===== src/hdl/las_pkg.sv =====
// ----------------------------------------------------------------------------
// las_pkg: shared types and constants for the local alignment score block
// Widths, request codes, channel structs and the token that walks the cells.
// ----------------------------------------------------------------------------
package las_pkg;

  localparam int MAX_QUERY  = 256;
  localparam int ALPHABET   = 26;
  localparam int SCORE_BITS = 16;

  localparam int QADDR_W     = $clog2(MAX_QUERY);
  localparam int QCNT_W      = $clog2(MAX_QUERY + 1);
  localparam int LET_W       = 5;
  localparam int GAP_W       = 7;
  localparam int TSCORE_W    = 8;
  localparam int TBL_IDX_W   = 10;
  localparam int TBL_ENTRIES = ALPHABET * ALPHABET;
  // Two guard bits cover a score plus a signed table entry or gap.
  localparam int CALC_W      = SCORE_BITS + 2;

  localparam logic [1:0] REQ_TABLE  = 2'd0;
  localparam logic [1:0] REQ_QUERY  = 2'd1;
  localparam logic [1:0] REQ_TARGET = 2'd2;

  localparam logic signed [GAP_W-1:0] GAP_RESET = -GAP_W'(4);

  typedef struct packed {
    logic [1:0]                  req_type;
    logic [TBL_IDX_W-1:0]        table_index;
    logic signed [TSCORE_W-1:0]  table_score;
    logic [LET_W-1:0]            residue;
    logic                        last_residue;
  } las_in_t;

  typedef struct packed {
    logic [SCORE_BITS-1:0] best_score;
    logic                  score_saturated;
  } las_out_t;

  // One row of the substitution table: all query letters for one target letter.
  typedef logic [ALPHABET-1:0][TSCORE_W-1:0] las_row_t;

  // Wavefront token handed from cell to cell.
  typedef struct packed {
    logic                  vld;
    logic [SCORE_BITS-1:0] up;
    logic [SCORE_BITS-1:0] diag;
    logic [SCORE_BITS-1:0] best;
    logic                  sat;
  } las_tok_t;

  typedef struct packed {
    logic act;
    logic q_we;
    logic clr;
  } las_cell_ctl_t;

endpackage


===== src/hdl/las_cell.sv =====
// ----------------------------------------------------------------------------
// las_cell: one query position of the alignment column
// Holds the query letter and the previous column score for its row, updates
// the score when the token passes and hands the token to the next cell.
// ----------------------------------------------------------------------------
module las_cell (
  input  logic                              clk,
  input  logic                              rst_n,
  input  las_pkg::las_cell_ctl_t            ctl,
  input  logic [las_pkg::LET_W-1:0]         q_data,
  input  las_pkg::las_row_t                 row,
  input  logic signed [las_pkg::GAP_W-1:0]  gap,
  input  las_pkg::las_tok_t                 tok_in,
  output las_pkg::las_tok_t                 tok_out
);
  import las_pkg::*;

  localparam logic signed [CALC_W-1:0] CAP = CALC_W'((1 << SCORE_BITS) - 1);

  logic [LET_W-1:0]            q_r;
  logic [SCORE_BITS-1:0]       col_r;
  logic [SCORE_BITS-1:0]       col_nxt;
  las_tok_t                    tok_r;
  las_tok_t                    tok_nxt;

  logic signed [TSCORE_W-1:0]  sub;
  logic signed [CALC_W-1:0]    s_diag;
  logic signed [CALC_W-1:0]    s_up;
  logic signed [CALC_W-1:0]    s_left;
  logic signed [CALC_W-1:0]    s_max;
  logic [SCORE_BITS-1:0]       cval;
  logic                        clip;
  logic                        upd;

  always_comb begin
    sub    = (q_r < LET_W'(ALPHABET)) ? $signed(row[q_r]) : '0;
    s_diag = $signed({2'b00, tok_in.diag}) + CALC_W'(sub);
    s_up   = $signed({2'b00, tok_in.up}) + CALC_W'(gap);
    s_left = $signed({2'b00, col_r}) + CALC_W'(gap);
    s_max  = s_diag;
    if (s_up > s_max) begin
      s_max = s_up;
    end
    if (s_left > s_max) begin
      s_max = s_left;
    end
    clip = 1'b0;
    if (s_max < 0) begin
      cval = '0;
    end else if (s_max > CAP) begin
      cval = '1;
      clip = 1'b1;
    end else begin
      cval = s_max[SCORE_BITS-1:0];
    end

    upd     = tok_in.vld && ctl.act;
    tok_nxt = tok_in;
    col_nxt = col_r;
    if (upd) begin
      tok_nxt.up   = cval;
      tok_nxt.diag = col_r;
      tok_nxt.best = (cval > tok_in.best) ? cval : tok_in.best;
      tok_nxt.sat  = tok_in.sat | clip;
      col_nxt      = cval;
    end
    if (ctl.clr) begin
      col_nxt = '0;
    end
  end

  always_ff @(posedge clk) begin
    if (!rst_n) begin
      col_r <= '0;
      tok_r <= '0;
    end else begin
      col_r <= col_nxt;
      tok_r <= tok_nxt;
    end
  end

  always_ff @(posedge clk) begin
    if (ctl.q_we) begin
      q_r <= q_data;
    end
  end

  assign tok_out = tok_r;

endmodule


===== config.mk =====
export PLATFORM = sky130hd
export DESIGN_NAME = las_cell
export DESIGN_NICKNAME = d
export VERILOG_FILES = /design/src/hdl/las_pkg.sv /design/src/hdl/las_cell.sv
export SDC_FILE = /design/constraint.sdc
export NUM_CORES = 1
export LEC_CHECK = 0
export ABC_AREA = 1
export BUFFER_PORTS_ARGS = -buffer_cell sky130_fd_sc_hd__buf_2
export CAP_MARGIN = 20
export CELL_PAD_IN_SITES_DETAIL_PLACEMENT = 2
export CELL_PAD_IN_SITES_GLOBAL_PLACEMENT = 2
export CORE_MARGIN = 2
export CORE_UTILIZATION = 27
export CTS_CLUSTER_DIAMETER = 120
export DETAILED_ROUTE_END_ITERATION = 8
export GPL_ROUTABILITY_DRIVEN = 0
export PLACE_DENSITY_LB_ADDON = 0.1
export SYNTH_ARGS = -nofsm -noshare
export SYNTH_HDL_FRONTEND = slang
export SYNTH_SLANG_ARGS = --single-unit

===== constraint.sdc =====
create_clock -name clk -period 22.2 [get_ports clk]
set_input_delay 2.22 -clock clk [delete_from_list [all_inputs] [get_ports clk]]
set_output_delay 2.22 -clock clk [all_outputs]
set_load 0.005 [all_outputs]

==> flow_metrics.py <==
metrics = {
    "setup_path": {
        "path_delay_family": "simple AND/OR/NAND/NOR gates",
        "worstPathRequired_ns": 22.48,
        "cp_max_fo": 29,
        "r2r-start": "q_r[0]",
        "cp_common_cell": "nand2_1",
        "path_buf_inv": 8,
        "critPathMaxStageDelay_ns": 0.78,
        "cp.arrival_ns": 12.32,
        "reg2reg_depth": 56,
        "worstSetupEndpointType": "flip-flop",
        "worst_path_max_delay_cell": "a221oi_2",
        "worst-setup-path-type": "input port to flip-flop",
        "r2r_end": "tok_out[5]",
        "r2r_slack_ns": 10.48,
        "startpoint_type": "input port",
    },
    "detailed_routing": {
        "wirelength_um": 43400,
        "routed_via_density": 5.15,
        "ant_nets": 0,
        "route.detailed.drc": 0,
        "firstDrtPassIters": 4,
        "drt_iter0_drc": 341,
        "wire_per_inst_um": 21.0,
        "dr_total_vias": 10649,
    },
    "run": {
        "drv_cap": 0,
    },
    "yosys": {
        "synth_edf_count": 5,
        "ys_types": 51,
        "synth.avg_cell_area_um2": 6.24,
        "synth_top_cells_by_count": "nand2_1, nor2_1, o21ai_0, inv_1, a21oi_1",
        "syn_inst": 1378,
        "synth_top_area_share": 0.154,
        "synth_sequential_area_ratio": 0.171,
        "synth-async-reset-ratio": 0,
        "yosysMostFrequentCell": "nand2_1",
        "synth_fp_nets": 1757,
        "yosysTopAreaCell": "dfxtp_1",
        "synth_area_um2": 8590,
        "synth_area_leaders": "dfxtp_1, ha_1, nand2_1",
        "yosysWarnings": 0,
        "synth_ff_type": "dfxtp_1",
        "ys_ff_latch": 71,
    },
    "grt": {
        "antenna_found_initial": 4,
        "grt_pass1_wl_um": 65900,
        "track_usage": 0.256,
        "grt_overflow": 0,
        "grt_start_max_net_pins": 98,
        "grt_pass1_vias": 11232,
    },
    "die": {
        "core_area_um2": 31500,
        "die_h_um": 182,
        "initial_core_util": 0.273,
        "io-pin-count": 325,
        "die_w_um": 182,
        "fp-row-count": 65,
        "die_area_um2": 33300,
    },
    "timing": {
        "finClkSkew_ns": 0.00960,
        "fin_crit_ns": 12.04,
        "setup_viol": 0,
        "fin_crit_sh": 0.543,
        "final.setup.tns_ns": 0,
        "grt_setup_unrepaired": "false",
        "tightest_slew_ns": 1.02,
        "slew_viol_final": 0,
        "slew-limit-headroom": 0.321,
        "hold_viol": 0,
        "fmax_ghz": 0.0830,
    },
    "power": {
        "seq_power_share": 0.149,
        "switching_share": 0.537,
        "netSwitchingPower_mw": 0.581,
        "share_comb_of_total_power": 0.703,
        "pwr-share-clk": 0.148,
        "leakage_nw": 5.70,
        "ir_drop_mv": 0.0530,
        "power_density_nw_per_um2": 99.8,
        "power.total_mw": 1.08,
        "cellInternalPower_mw": 0.501,
    },
    "layout": {
        "regArea_um2": 1470,
        "nNetsFinal": 2038,
        "multi_input_area_um2": 6360,
        "nFillCells": 4048,
        "synthToLayoutAreaGrowth_pct": 26.2,
        "drive_gt1_frac": 0.225,
        "final_util": 0.344,
        "design_area_um2": 10800,
    },
    "clocking": {
        "numCtsBuffers": 9,
        "cts_tree": "yes",
        "clkSinkCount": 71,
        "postCtsSetupRepairBufs": 0,
        "insertion_delay_ns": 0.35,
        "cts_max_level": 3,
        "cts_hold_buf": 0,
        "ctsResizeCount": 0,
        "cts.path.max_buffers": 2,
        "clkSlewWorstSetupHoldPaths_ns": 0.07,
        "cts-root-buf": "clkbuf_16",
    },
    "run_status": {
        "status": "complete, no violations",
    },
    "placed_design": {
        "io_buffers": 324,
        "dp_hpwl_um": 36200,
        "place_area_um2": 10500,
    },
    "min_path": {
        "min_path_cells": 2,
        "hold_path.startpoint": "col_r[0]",
        "holdPathEnd": "col_r[0]",
        "hold_class": "flip-flop to flip-flop",
    },
}
logic make-up after synthesis:
kind of cell / share of synthesized area
AND/OR/NAND/NOR: 0.292
AO/OA/AOI/OAI: 0.245
buffers and inverters: 0.0897
adder cells (fa/ha/maj): 0.154
flip-flops: 0.171
XOR/XNOR: 0.0408
multiplexers: 0.00699
power by group through the flow:
stage	combinational [mW]	sequential [mW]	clock, mW
2_1_floorplan	0.504	0.161	0
3_3_place_gp	0.732	0.164	0
3_5_place_dp	0.761	0.164	0
4_1_cts	0.769	0.161	0.164
5_1_grt	0.867	0.163	0.169
6_report	0.760	0.161	0.161
routing by layer:
metal	GRT usage	vias to the layer above	wire [µm]
met2	0.481	227	22300
met5	0	-	0
met1	0.304	5160	18500
met3	0.0355	33	1630
li1	-	5229	-
met4	0.0661	0	905
placed cells by master, fill, tap and decap left out, types with 11 or more instances in the layout:
cell type    n
buf_2      324
a21o_1      12
nand2_1    287
o211ai_1    16
o221ai_1    19
ha_1       101
xor2_1      30
a21oi_1    122
and2_1      16
o21ai_0    147
inv_1      132
o21a_1      11
or2_2       13
dfxtp_1     66
o22ai_1     23
nor2_1     149
nand3_1     86
state kept, by name, indices dropped and copies added (netlist names):
| register | cells |
|---|---|
| col_r | 16 |
| q_r | 5 |
| tok_out | 50 |
worst min-delay path, stage by stage (launching register included):
cell     delay (ns)
dfxtp_1        0.32
nand2_1        0.07
a21oi_1        0.06
final cells by class:
type                    count  area share
clock inverters             5     0.00577
repair buffers            331       0.154
flip-flops and latches     71       0.136
multi-input cells        1110       0.586
diodes                      3    0.000693
clock buffers              11      0.0234
well taps                 402      0.0464
inverters                 136      0.0471
how the worst max path moves through the flow:
| stage | slack [ns] | end | cells past startpoint | from |
|---|---|---|---|---|
| finish | 10.16 | tok_out[5] | 54 | row[136] |
| global route | 9.03 | tok_out[10] | 55 | row[135] |
| CTS | 10.20 | tok_out[5] | 54 | row[144] |
| detailed placement | 9.90 | tok_out[3] | 54 | row[144] |
| global placement | 10.38 | tok_out[9] | 53 | row[135] |
| floorplan | 12.74 | tok_out[12] | 55 | row[48] |
stage by stage:
stage,setup WS (ns),cells,hold slack [ns]
after floorplan,12.74,1378,0.459
after global placement,10.38,2050,0.479
after detailed placement,9.90,2050,0.485
after CTS,10.20,2066,0.495
after global routing,9.03,2069,0.518
final,10.16,2069,0.495
No activity file was read; power rests on OpenSTA's default activity.
